[config.mk]
export PLATFORM = sky130hd
export DESIGN_NAME = uvn_queue
export DESIGN_NICKNAME = d
export VERILOG_FILES = /design/src/sv/uvn_pkg.sv /design/src/sv/uvn_queue.sv
export SDC_FILE = /design/constraint.sdc
export NUM_CORES = 1
export LEC_CHECK = 0
export BUFFER_PORTS_ARGS = -buffer_cell sky130_fd_sc_hd__buf_4
export CAP_MARGIN = 20
export CORE_MARGIN = 2
export CORE_UTILIZATION = 40
export CTS_BUF_LIST = sky130_fd_sc_hd__clkbuf_4
export DETAILED_ROUTE_END_ITERATION = 10
export PLACE_DENSITY = 0.59
export SYNTH_ARGS = -nofsm -noshare
export SYNTH_HDL_FRONTEND = slang
export SYNTH_SLANG_ARGS = --single-unit
[constraint.sdc]
create_clock -name clk -period 5.4 [get_ports clk]
set_input_delay 0.27 -clock clk [delete_from_list [all_inputs] [get_ports clk]]
set_output_delay 0.27 -clock clk [all_outputs]
set_load 0.02 [all_outputs]
[src/sv/uvn_pkg.sv]
// Package: widths, item types and pipeline stage type for the unit vector block.
`timescale 1ns / 1ps
`default_nettype none
package uvn_pkg;

    localparam int IN_WIDTH  = 32;
    localparam int FRAC_BITS = 30;
    localparam int OUT_W     = 32;

    localparam int SQ_W   = 2 * IN_WIDTH;             // square of a magnitude
    localparam int SUM_W  = 2 * IN_WIDTH;             // x^2 + y^2
    localparam int R_W    = FRAC_BITS + 1;            // result magnitude, up to 2^FRAC_BITS
    localparam int Q_W    = R_W + SUM_W;              // r * sum
    localparam int DW     = 2 * FRAC_BITS + SUM_W + 2; // residual and increments
    localparam int N_BITS = FRAC_BITS + 1;            // search steps
    localparam int N_ST   = N_BITS + 1;               // init stage plus search stages

    localparam int Q_DEPTH = 4;
    localparam int QA_W    = $clog2(Q_DEPTH);
    localparam int QC_W    = $clog2(Q_DEPTH + 1);

    typedef logic [DW-1:0] dw_t;

    typedef struct packed {
        logic signed [IN_WIDTH-1:0] x_comp;
        logic signed [IN_WIDTH-1:0] y_comp;
    } vec_t;

    typedef struct packed {
        logic signed [OUT_W-1:0] unit_x;
        logic signed [OUT_W-1:0] unit_y;
        logic                    invalid;
    } res_t;

    typedef struct packed {
        logic [SQ_W-1:0] x2;
        logic [SQ_W-1:0] y2;
        logic            neg_x;
        logic            neg_y;
    } sq_t;

    typedef struct packed {
        logic [SUM_W-1:0] sum;
        logic             neg_x;
        logic             neg_y;
        logic             zero;
        dw_t              dx;
        logic [Q_W-1:0]   qx;
        logic [R_W-1:0]   rx;
        dw_t              dy;
        logic [Q_W-1:0]   qy;
        logic [R_W-1:0]   ry;
    } stage_t;

endpackage
`default_nettype wire

[src/sv/uvn_queue.sv]
// Short queue between the front end and the search pipeline.
`timescale 1ns / 1ps
`default_nettype none
module uvn_queue
    import uvn_pkg::*;
(
    input  wire logic clk,
    input  wire logic rst_n,
    input  wire logic wr_valid,
    output logic      wr_ready,
    input  wire sq_t  wr_data,
    output logic      rd_valid,
    input  wire logic rd_ready,
    output sq_t       rd_data
);

    sq_t             mem_reg [Q_DEPTH];
    logic [QA_W-1:0] wr_ptr_reg;
    logic [QA_W-1:0] wr_ptr_next;
    logic [QA_W-1:0] rd_ptr_reg;
    logic [QA_W-1:0] rd_ptr_next;
    logic [QC_W-1:0] cnt_reg;
    logic [QC_W-1:0] cnt_next;
    logic            do_wr;
    logic            do_rd;

    assign wr_ready = (cnt_reg != QC_W'(Q_DEPTH));
    assign rd_valid = (cnt_reg != '0);
    assign do_wr    = wr_valid && wr_ready;
    assign do_rd    = rd_valid && rd_ready;
    assign rd_data  = mem_reg[rd_ptr_reg];

    always_comb
    begin
        wr_ptr_next = do_wr ? QA_W'((QC_W'(wr_ptr_reg) + 1'b1) % Q_DEPTH) : wr_ptr_reg;
        rd_ptr_next = do_rd ? QA_W'((QC_W'(rd_ptr_reg) + 1'b1) % Q_DEPTH) : rd_ptr_reg;
        cnt_next    = cnt_reg + QC_W'(do_wr) - QC_W'(do_rd);
    end

    always_ff @(posedge clk or negedge rst_n)
    begin
        if (!rst_n)
        begin
            wr_ptr_reg <= '0;
            rd_ptr_reg <= '0;
            cnt_reg    <= '0;
        end
        else
        begin
            wr_ptr_reg <= wr_ptr_next;
            rd_ptr_reg <= rd_ptr_next;
            cnt_reg    <= cnt_next;
        end
    end

    always_ff @(posedge clk)
    begin
        if (do_wr)
        begin
            mem_reg[wr_ptr_reg] <= wr_data;
        end
    end

endmodule
`default_nettype wire

Word-level counts from Yosys, hierarchy flattened
Memories as Yosys holds them, arrays and structs flattened.
Cells that the tools add are included.
{ "totals": {"regBits": 7, "ramBits": 520, "input_bits": 134, "output_inout_bits": 132, "wordCells": 14, "n_memories": 1} }
{ "classes": {"addsub": 4, "eq_ne": 1, "muxes": 2, "reduce_logical": 3} }
{ "memory_table": {"columns": ["memory", "depth", "word_bits", "read_ports", "rd_ports_with_merged_regs", "write_ports", "line_no", "text"], "rows": [
  ["mem_reg", 4, 130, 1, 0, 1, "uvn_queue.sv:17", "sq_t mem_reg [Q_DEPTH];"]
]} }
{ "op_table": {"columns": ["cell", "count"], "rows": [
  ["adder 2 x 1 -> 2 bit, second input constant", 2],
  ["adder 3 x 1 -> 3 bit", 1],
  ["inequality test 3 bit, second input constant", 1],
  ["nonzero test 3 bit", 1],
  ["subtractor 3 x 1 -> 3 bit", 1],
  ["logical AND 1 bit", 2],
  ["2-to-1 mux 1 bit", 2]
]} }

Depth between registers and ports, before layout
{ "logic_depth": {"ltp_word": 4, "ltp_mapped": 9, "depth_no_buf": 9} }

Worst setup path after synthesis
OpenSTA, ideal clock, no wires.
{ "synth_path": {"kind": "register -> register", "from": "register cnt_reg[2]", "to": "memory mem_reg[0][0] (netlist bit), enable pin", "setup_time_ns": 0.506, "arrival_ns": 3.735, "t_required_ns": 4.894, "path_slack_ns": 1.159, "path_stages_with_launch": 3, "n_path_buf": 0, "period_less_slack_ns": 4.241, "cell_sequence": "dfrtp_1 nor3b_1 and3b_1"} }
{ "synth_between": {"elab_chain_cells": 4} }
{ "synth_rtl": {"columns": ["element", "line_no", "text"], "rows": [
  ["start: declaration", "uvn_queue.sv:22", "logic [QC_W-1:0] cnt_reg;"],
  ["start signal: assignment", "uvn_queue.sv:52", "cnt_reg <= cnt_next;"],
  ["inequality test 3 bit", "uvn_queue.sv:27", "assign wr_ready = (cnt_reg != QC_W'(Q_DEPTH));"],
  ["logical AND 1 bit", "uvn_queue.sv:29", "assign do_wr = wr_valid && wr_ready;"],
  ["2-to-1 mux 1 bit", "uvn_queue.sv:58", "if (do_wr)"],
  ["2-to-1 mux 1 bit (implied by the code)", "uvn_queue.sv:60", "mem_reg[wr_ptr_reg] <= wr_data;"],
  ["end: declaration", "uvn_queue.sv:17", null]
]} }
Every way passes these cells.

==> run metrics <==
Core Region about 48000 um2; Logic pwr share 32.7%; Crit. End Element primary output; Flop pwr share 41.3%; ys async rst share 1.33%; final worst-path cycle share 65.2%; R2R Setup Slk 2.72 ns; vias in the first global route 11.3k; num rows 80; TritonCTS clock tree yes; wire per inst 19.5 um; most frequent cell after synthesis edfxtp_1; worst setup path startpoint rd_ptr_reg[1]; Clock Tree Buf Depth 3; WP data arrival 3.25 ns; Initial Utilization 40.4%; HP Class input port to register; clk sinks 527; slew of the pin with the lowest slew margin roughly 0.98 ns; Area contributors post-synth edfxtp_1 (81%), mux4_2 (15%), dfrtp_1 (0.91%); GR Overflow Total 0; Worst Clk Skew 0.0598 ns; clock latency on the worst-skew pair 0.95 ns; Slew HR 34.5%; max FFs per register 520; # H-tree levels 4; TritonRoute pass-1 iters 4; area delta synth->final 37.9%; Iteration-0 DRC Markers 459; min Tclk post-route 3.52 ns; count of different cell masters after synthesis 22; Setup Fix Bufs, Post-CTS 0; most area-hungry cell type in the Yosys netlist edfxtp_1; Chip Height 223 um; clock power share 26.1%; Pleak roughly 9.4 nW; RR Startpoint cnt_reg[1]; cell area after placement roughly 22000 um2; Commonest cells post-synth edfxtp_1 (520), mux4_2 (130), buf_2 (15); initial antenna violation count 3; CP endpoint rd_data[25]; Cell Area, Synth between 15000 and 20000 um2; full die area 49800 um2; final setup TNS 0 ns; DP Wirelength 21.7 mm; RSZ-0062 raised after global routing false; post-route cell area 26500 um2; r2r worst-path depth 3; share of the synthesized area in the top cell type 81.3%; final hold vios 0; share of cells above drive strength 1 43.5%; vias per cell 4.84; final max-slew violation count 0; Util after Layout 55.7%; chip width between 200 and 250 um; P_int 9.59 mW; first-pass GRT wire length 62.6 mm; GP Congestion ~0.70; I/O pin cnt 266; DRC errors left 0; final setup vio count 0; Synth Flop Type edfxtp_1; fill count 3659; RR Endpoint mem_reg[3][9]; fmax approximately 280 MHz; Worst Setup Slack, final 1.88 ns; top fanout value on the critical path 58; kind of critical path register to primary output; register area share after synthesis between 80% and 90%; P_sw 4.38 mW; remaining antenna violation count 0; Cells after Synth 721; # port buffers 265; status completed; CTS Root Cell clkbuf_4; total CTS buffers 142; Worst setup SP type register; Mapped Nets roughly 860; peak supply drop 0.268 mV; flops & latches, synth 527; GRT Overall Usage 16.9%; Crit path required time 5.13 ns; Max Cap Viol 0; largest net degree at the start of global routing 60; Sw Ratio 31.3%; PwrDens 528 nW/um2; Post-synth EDFFs 520; vias 10.1k; syn_area_per_cell ~27 um2; Yosys warnings 0; Place WS 2.71 ns; Clk pin slew, worst setup/hold paths 0.06 ns; Routed Wire Length 40.9 mm; nets@finish 1520
[layout make-up]
cell class	count	area (um2)	share of cell area (%)
sequential	527	15800	59.6
multi-input combinational	158	3210	12.1
tap	615	769	2.91
inverter	6	22.5	0.0850
clock buffer	211	1580	5.98
clock inverter	33	305	1.15
antenna	1	2.50	0.00945
timing repair buffer	544	4800	18.1
[placed cells by master (no fill, tap or decap), types with 6 or more instances in the layout]
cell type / instances
buf_4: 274
ha_1: 6
inv_1: 6
clkinv_1: 14
dlygate4sd3_1: 266
mux4_2: 130
clkinv_2: 6
bufinv_16: 6
clkbuf_4: 211
edfxtp_1: 520
[cells by family after synthesis]
logic type / Yosys count / synth area share, %
buffers and inverters: 36 / 1.21
AO/OA/AOI/OAI: 4 / 0.169
multiplexers: 130 / 15.2
AND/OR/NAND/NOR: 13 / 0.521
flip-flops: 527 / 82.2
XOR/XNOR: 4 / 0.182
adder cells (fa/ha/maj): 7 / 0.495
[per-layer routing]
metal  GRT usage (%)  share of wire (%)  up-vias
li1                -                  -     4555
met1            20.9                 42     5217
met2            26.5                 48      302
met3            6.73                7.4       63
met4            7.32                2.0        4
met5               0              0.073        -
[worst max-delay path, stage by stage (launching register included)]
cell and delay [ns]:
dfrtp_4 1.05, buf_4 0.63, mux4_2 0.42, buf_4 0.18
[worst min path at each step]
stage	to	from	cells after the start
6_report	mem_reg[3][60]	wr_data[60]	2
5_1_grt	mem_reg[3][65]	wr_data[65]	2
4_1_cts	mem_reg[3][60]	wr_data[60]	2
3_5_place_dp	wr_ptr_reg[1]	rst_n	1
3_3_place_gp	cnt_reg[2]	rst_n	1
2_1_floorplan	cnt_reg[0]	rst_n	0
[repair_timing]
item                                   in CTS  in global routing
hold buffers                              266                  0
endpoints found under the hold margin     572                  0
resized for setup                           0                  0
setup endpoints to repair                   0                  0
[power groups by stage]
stage	logic, mW	clock network [mW]	registers, mW
after CTS	4.68	3.79	5.79
after global placement	4.52	0	5.84
after detailed placement	4.50	0	5.88
final	4.56	3.64	5.77
after floorplan	2.94	0	5.69
after global routing	4.85	3.99	5.86
[through the flow]
step	power, mW	instances	hold WS (ns)
6_report	14.0	2095	0.135
5_1_grt	14.7	2095	0.0363
4_1_cts	14.3	2094	0.0000342
3_5_place_dp	10.4	1584	0.0957
3_3_place_gp	10.4	1584	0.0950
2_1_floorplan	8.63	721	-0.0256
(Power assumes the default switching activity.)
