**src/sv/uvn_pkg.sv**
```systemverilog
// Package: widths, item types and pipeline stage type for the unit vector block.
`timescale 1ns / 1ps
`default_nettype none
package uvn_pkg;

    localparam int IN_WIDTH  = 32;
    localparam int FRAC_BITS = 30;
    localparam int OUT_W     = 32;

    localparam int SQ_W   = 2 * IN_WIDTH;             // square of a magnitude
    localparam int SUM_W  = 2 * IN_WIDTH;             // x^2 + y^2
    localparam int R_W    = FRAC_BITS + 1;            // result magnitude, up to 2^FRAC_BITS
    localparam int Q_W    = R_W + SUM_W;              // r * sum
    localparam int DW     = 2 * FRAC_BITS + SUM_W + 2; // residual and increments
    localparam int N_BITS = FRAC_BITS + 1;            // search steps
    localparam int N_ST   = N_BITS + 1;               // init stage plus search stages

    localparam int Q_DEPTH = 4;
    localparam int QA_W    = $clog2(Q_DEPTH);
    localparam int QC_W    = $clog2(Q_DEPTH + 1);

    typedef logic [DW-1:0] dw_t;

    typedef struct packed {
        logic signed [IN_WIDTH-1:0] x_comp;
        logic signed [IN_WIDTH-1:0] y_comp;
    } vec_t;

    typedef struct packed {
        logic signed [OUT_W-1:0] unit_x;
        logic signed [OUT_W-1:0] unit_y;
        logic                    invalid;
    } res_t;

    typedef struct packed {
        logic [SQ_W-1:0] x2;
        logic [SQ_W-1:0] y2;
        logic            neg_x;
        logic            neg_y;
    } sq_t;

    typedef struct packed {
        logic [SUM_W-1:0] sum;
        logic             neg_x;
        logic             neg_y;
        logic             zero;
        dw_t              dx;
        logic [Q_W-1:0]   qx;
        logic [R_W-1:0]   rx;
        dw_t              dy;
        logic [Q_W-1:0]   qy;
        logic [R_W-1:0]   ry;
    } stage_t;

endpackage
`default_nettype wire

```
**src/sv/uvn_front.sv**
```systemverilog
// Front end: accept a vector, take component magnitudes and squares.
`timescale 1ns / 1ps
`default_nettype none
module uvn_front
    import uvn_pkg::*;
(
    input  wire logic clk,
    input  wire logic rst_n,
    input  wire logic push,
    output logic      full,
    input  wire vec_t vec,
    output logic      sq_valid,
    input  wire logic sq_ready,
    output sq_t       sq
);

    logic                valid_reg;
    logic                valid_next;
    sq_t                 sq_reg;
    sq_t                 sq_next;
    logic                adv;
    logic [IN_WIDTH-1:0] mag_x;
    logic [IN_WIDTH-1:0] mag_y;

    // Advance when the register is empty or its item moves on.
    assign adv  = !valid_reg || sq_ready;
    assign full = !adv;

    always_comb
    begin
        mag_x = vec.x_comp[IN_WIDTH-1] ? (~vec.x_comp + 1'b1) : vec.x_comp;
        mag_y = vec.y_comp[IN_WIDTH-1] ? (~vec.y_comp + 1'b1) : vec.y_comp;
        sq_next.x2    = SQ_W'(mag_x) * SQ_W'(mag_x);
        sq_next.y2    = SQ_W'(mag_y) * SQ_W'(mag_y);
        sq_next.neg_x = vec.x_comp[IN_WIDTH-1];
        sq_next.neg_y = vec.y_comp[IN_WIDTH-1];
        valid_next    = adv ? push : valid_reg;
    end

    always_ff @(posedge clk or negedge rst_n)
    begin
        if (!rst_n)
        begin
            valid_reg <= 1'b0;
        end
        else
        begin
            valid_reg <= valid_next;
        end
    end

    always_ff @(posedge clk)
    begin
        if (adv && push)
        begin
            sq_reg <= sq_next;
        end
    end

    assign sq_valid = valid_reg;
    assign sq       = sq_reg;

endmodule
`default_nettype wire

```
**config.mk**
```make
export PLATFORM = sky130hd
export DESIGN_NAME = uvn_front
export DESIGN_NICKNAME = d
export VERILOG_FILES = /design/src/sv/uvn_pkg.sv /design/src/sv/uvn_front.sv
export SDC_FILE = /design/constraint.sdc
export NUM_CORES = 2
export LEC_CHECK = 0
export BUFFER_PORTS_ARGS = -buffer_cell sky130_fd_sc_hd__buf_2
export CAP_MARGIN = 20
export CELL_PAD_IN_SITES_DETAIL_PLACEMENT = 2
export CELL_PAD_IN_SITES_GLOBAL_PLACEMENT = 2
export CORE_MARGIN = 10
export CORE_UTILIZATION = 39
export CTS_BUF_LIST = sky130_fd_sc_hd__clkbuf_16
export DETAILED_ROUTE_END_ITERATION = 10
export HOLD_SLACK_MARGIN = 0.15
export PLACE_DENSITY_LB_ADDON = 0.1
export RECOVER_POWER = 50
export SLEW_MARGIN = 20
export SYNTH_ARGS = -nofsm -noshare
export SYNTH_HDL_FRONTEND = slang
export SYNTH_SLANG_ARGS = --single-unit
```
**constraint.sdc**
```tcl
create_clock -name clk -period 4.05 [get_ports clk]
set_input_delay 0.2025 -clock clk [delete_from_list [all_inputs] [get_ports clk]]
set_output_delay 0.2025 -clock clk [all_outputs]
set_load 0.01 [all_outputs]
```
==> Yosys cells after proc, flatten, opt, wreduce, memory -nomap -nowiden <==
Index checks and enable logic that the tools add are counted.
{ "word_totals": {"inputBits": 68, "regBits": 131, "wordCells": 17, "out_inout_bits": 132} }
{ "op_classes": {"muxes": 2, "mul": 2, "bitwise_logic": 2, "n_reduce_logical": 4, "add_sub_neg": 2} }
{ "ops": {"columns": ["cell", "count"], "rows": [
  ["32-bit by 32-bit multiplier with 64-bit output", 2],
  ["32-bit by 1-bit adder with 32-bit output (second input constant)", 2],
  ["32-bit 2-to-1 mux", 2],
  ["32-bit NOT", 2],
  ["1-bit zero test", 2],
  ["1-bit logical AND", 1],
  ["1-bit logical OR", 1]
]} }

==> Longest topological paths before layout <==
{ "logic_depth": {"word_depth": 4, "depth_mapped": 42, "ltp_nobuf": 38} }

==> Least setup slack after synthesis <==
OpenSTA, ideal clock, no wires.
{ "synth_timing": {"path_kind": "input -> register", "startpoint": "input port vec[32] in the netlist's numbering", "endpoint": "register sq_reg, in the netlist sq[126] (data pin)", "path_buffers": 4, "t_arrival_ps": 9421, "setup_slack_ps": -5635, "path_stages": 38, "required_time_ps": 3787, "setup_ps": 263, "cell_sequence": "inv_1 -> clkbuf_1 -> clkbuf_1 -> ha_1 -> nand2_1 -> or3_1 -> nor2_1 -> nand2_1 -> or3_4 -> o21ai_2 -> xor2_2 -> inv_2 -> buf_2 -> nand2_1 -> inv_1 -> fa_1 -> fa_1 -> fa_1 -> [2 not listed] -> inv_1 -> fa_1 -> fa_1 -> fa_1 -> fa_1 -> ha_1 -> clkbuf_1 -> inv_1 -> nor3_1 -> nand2_1 -> nor3_1 -> nand4_1 -> a211oi_1 -> o21ai_0 -> or4_1 -> nand3_1 -> a21oi_1 -> xnor2_1"} }
{ "synth_rtl": {"columns": ["element", "line_no", "text"], "rows": [
  ["start: declaration", "uvn_front.sv:11", "input wire vec_t vec,"],
  ["end signal: assignment", "uvn_front.sv:56", "sq_reg <= sq_next;"],
  ["end: declaration", "uvn_front.sv:19", "sq_t sq_reg;"]
]} }

==> flow_metrics.tcl <==
set metrics [dict create \
    routed_wirelength_um 448000 \
    rsz0062_at_grt "yes" \
    reg2reg_depth 3 \
    endpoint_kind "flip-flop" \
    synth_edf_count 128 \
    core-area_um2 158000 \
    slowest_stage "fa_1" \
    grt_pass1_wl_um 460000 \
    crit_buf_inv 5 \
    largest_reg_flops 128 \
    synthAdderAreaFrac 0.627 \
    final_antenna_net_count 0 \
    cts.sinks 129 \
    start_util 0.392 \
    seq_area_frac_synth 0.0623 \
    drt-vias-per-instance 6.20 \
    synth_simple_gate_area_frac 0.0888 \
    gp_congestion 0.934 \
    tritoncts "done" \
    synth_compound_area_frac 0.0527 \
    synth-main-ff-cell "edfxtp_1" \
    routedWlPerCell_um 43.1 \
    io_pins 200 \
    fin_crit_sh 2.80 \
    track_usage 0.357 \
    max_freq_mhz 88.3 \
    cts_buffers 17 \
    outcome "finished with violations" \
    first_pass_iters 8 \
    overflow 0 \
    worstPathArrival_ns 11.70 \
    avgSynthCellArea_um2 9.47 \
    htreeDepth 4 \
    syn2layout_area_growth_pct 37.0 \
    place_area_um2 77600 \
    worstHoldPathType "input pin to async pin" \
    worstReg2RegStart "sq_valid" \
    yosysWarningCount 0 \
    drc_errors 0 \
    drv_slew 0 \
    muxShareOfSynthArea 0.000363 \
    crit_top_cell "fa_1" \
    cts_root_buf "clkbuf_16" \
    grt_max_degree 77 \
    nFillCells 16300 \
    grt_pass1_vias 69400 \
    critPathMaxStageDelay_ns 0.98 \
    clk_pin_slew_ns 0.08 \
    vias 64600 \
    violations "negative setup slack" \
    dp_hpwl_um 232000 \
    dieArea_um2 176000 \
    grt_antenna_before_repair 35 \
    criticalPathCategory "input pin to flip-flop" \
    skew_ns 0.0295 \
    async_flop_share 0.00775 \
    netlist_area_um2 62100 \
    layout_min_cycle_time_ns 11.32 \
    slew_headroom 0.0588 \
    portBuffers 197 \
    cp_max_fo 4 \
    cp_top_family "adder cells" \
    finalSetupViolCount 118 \
    synth-xor-area-share 0.0357 \
    r2r_end "sq[68]" \
    num_rows 146 \
    synth_seq_cells 129 \
    fin_ws_ns -7.27 \
    timing.reg2reg.setup_slack_ns 1.28 \
    drv_cap 0 \
    worstSkewPairLatency_ns 0.62 \
    drive_gt1_frac 0.328 \
    hold_viol_final 0 \
    nets 10500 \
    ys_types 80 \
    tightest_slew_ns 1.41 \
    fp.dieH_um 419 \
    clock_path_buffers 2 \
    die_width_um 419 \
    required_ns 4.43 \
    synth_top_family_by_area "adder cells" \
    drt_iter0_drc 7259 \
    synth_cells 6562 \
    final_area_um2 85100 \
    start_kind "input pin" \
]
[per-layer routing]
layer | share of wire | vias up | GRT usage
met5 | 0.0019 | - | 0
met4 | 0.13 | 56 | 0.245
li1 | - | 22600 | -
met1 | 0.31 | 32700 | 0.379
met2 | 0.45 | 5923 | 0.638
met3 | 0.11 | 3340 | 0.0663
[cell type report]
class / count / area [um^2] / share of cell area
diodes: 35 / 87.6 / 0.00103
multi-input cells: 4297 / 55700 / 0.654
repair inverters: 1 / 7.51 / 0.0000882
well taps: 2072 / 2590 / 0.0305
inverters: 1981 / 7520 / 0.0884
clock inverters: 15 / 110 / 0.00129
clock buffers: 17 / 425 / 0.00500
flip-flops and latches: 129 / 3870 / 0.0454
repair buffers: 1864 / 14800 / 0.174
[cell usage after synthesis (5+ instances only)]
cell / number / share of area
o31ai_1: 14 / 0.0017
fa_1: 1590 / 0.51
a211o_1: 7 / 0.00099
o211ai_1: 12 / 0.0015
nand3b_1: 5 / 0.00060
or2_2: 7 / 0.00070
or3_1: 8 / 0.00081
nand2b_1: 18 / 0.0018
and3_1: 9 / 0.00091
nand4_1: 37 / 0.0037
buf_2: 24 / 0.0019
and2_1: 14 / 0.0014
o41ai_1: 7 / 0.00099
nand3_1: 27 / 0.0022
a31o_2: 9 / 0.0013
o21ai_0: 91 / 0.0073
a21o_1: 106 / 0.013
edfxtp_1: 128 / 0.062
o31a_1: 5 / 0.00070
a211oi_1: 12 / 0.0015
nor2_1: 544 / 0.033
clkinv_1: 12 / 0.00072
inv_2: 10 / 0.00060
xnor2_1: 142 / 0.020
a21oi_1: 154 / 0.012
clkbuf_1: 164 / 0.0099
xor2_1: 98 / 0.014
nor2b_1: 12 / 0.0012
inv_1: 1958 / 0.12
a21boi_0: 7 / 0.00085
nand2_1: 589 / 0.036
nor3_1: 32 / 0.0026
a31oi_1: 15 / 0.0015
o21bai_1: 18 / 0.0022
o21a_1: 14 / 0.0017
or4_1: 8 / 0.00097
ha_1: 569 / 0.11
buf_1: 11 / 0.00066
[what timing repair did]
item	CTS	global route
pin swaps	258	341
gates cloned	1	1
hold buffers	7	1
hold endpoints to repair	16	1
resized for setup	604	625
endpoints found under the setup margin	118	118
buffers inserted	122	138
[stage by stage]
stage	utilization	setup slack, ns	hold slack [ns]	TNS [ns]	instances
finish	0.538	-7.27	0.427	-627.09	10400
global route	0.537	-7.20	0.472	-632.72	10400
CTS	0.516	-5.17	0.153	-470.57	10300
detailed placement	0.490	-6.31	-0.0186	-584.18	10100
global placement	0.490	-6.03	-0.0225	-548.51	10100
floorplan	-	-4.96	-0.0931	-442.06	6612
[logic make-up (layout without fill, tap and decap cells)]
kind of cell,after synthesis,after routing
AOI/OAI and AO/OA,506,506
xor gates and xnor gates,245,245
adders and majority gates,2159,2159
buffers and inverters,2186,3878
DFF,129,129
muxes,2,2
other,2,87
and+or+nand+nor,1333,1333
[placed cells by master (no fill, tap or decap), types with 26 or more instances in the layout]
cell type / count
buf_12: 52
buf_4: 1418
xnor2_2: 44
nor2_2: 60
nand2_1: 489
nand2_2: 58
xor2_1: 58
fa_1: 1489
xnor2_4: 27
o21ai_2: 30
diode_2: 35
a21oi_1: 73
a21o_1: 105
clkbuf_1: 115
ha_1: 485
nor2_1: 443
buf_2: 77
a21oi_4: 26
fa_2: 101
edfxtp_1: 128
a21oi_2: 56
xor2_2: 26
ha_4: 79
conb_1: 52
nand2_4: 44
inv_1: 1829
nand4_1: 37
buf_6: 179
xnor2_1: 75
nor2_4: 41
inv_2: 125
[worst min-delay path: cells and delay by family]
family / cells / cell delay, ns
buffers and inverters: 3 / 1.15
[worst max-delay path by stage]
stage	endpoint	slack (ns)	startpoint	cells after the start
floorplan	sq[126]	-4.96	vec[45]	33
detailed placement	sq[126]	-6.31	vec[45]	34
global placement	sq[56]	-6.03	vec[12]	35
global route	sq[129]	-7.20	vec[43]	38
finish	sq[129]	-7.27	vec[43]	33
CTS	sq[126]	-5.17	vec[44]	37
Power is not shown: default switching activity piles up to over one toggle a cycle in this logic, so the estimate is an artifact.
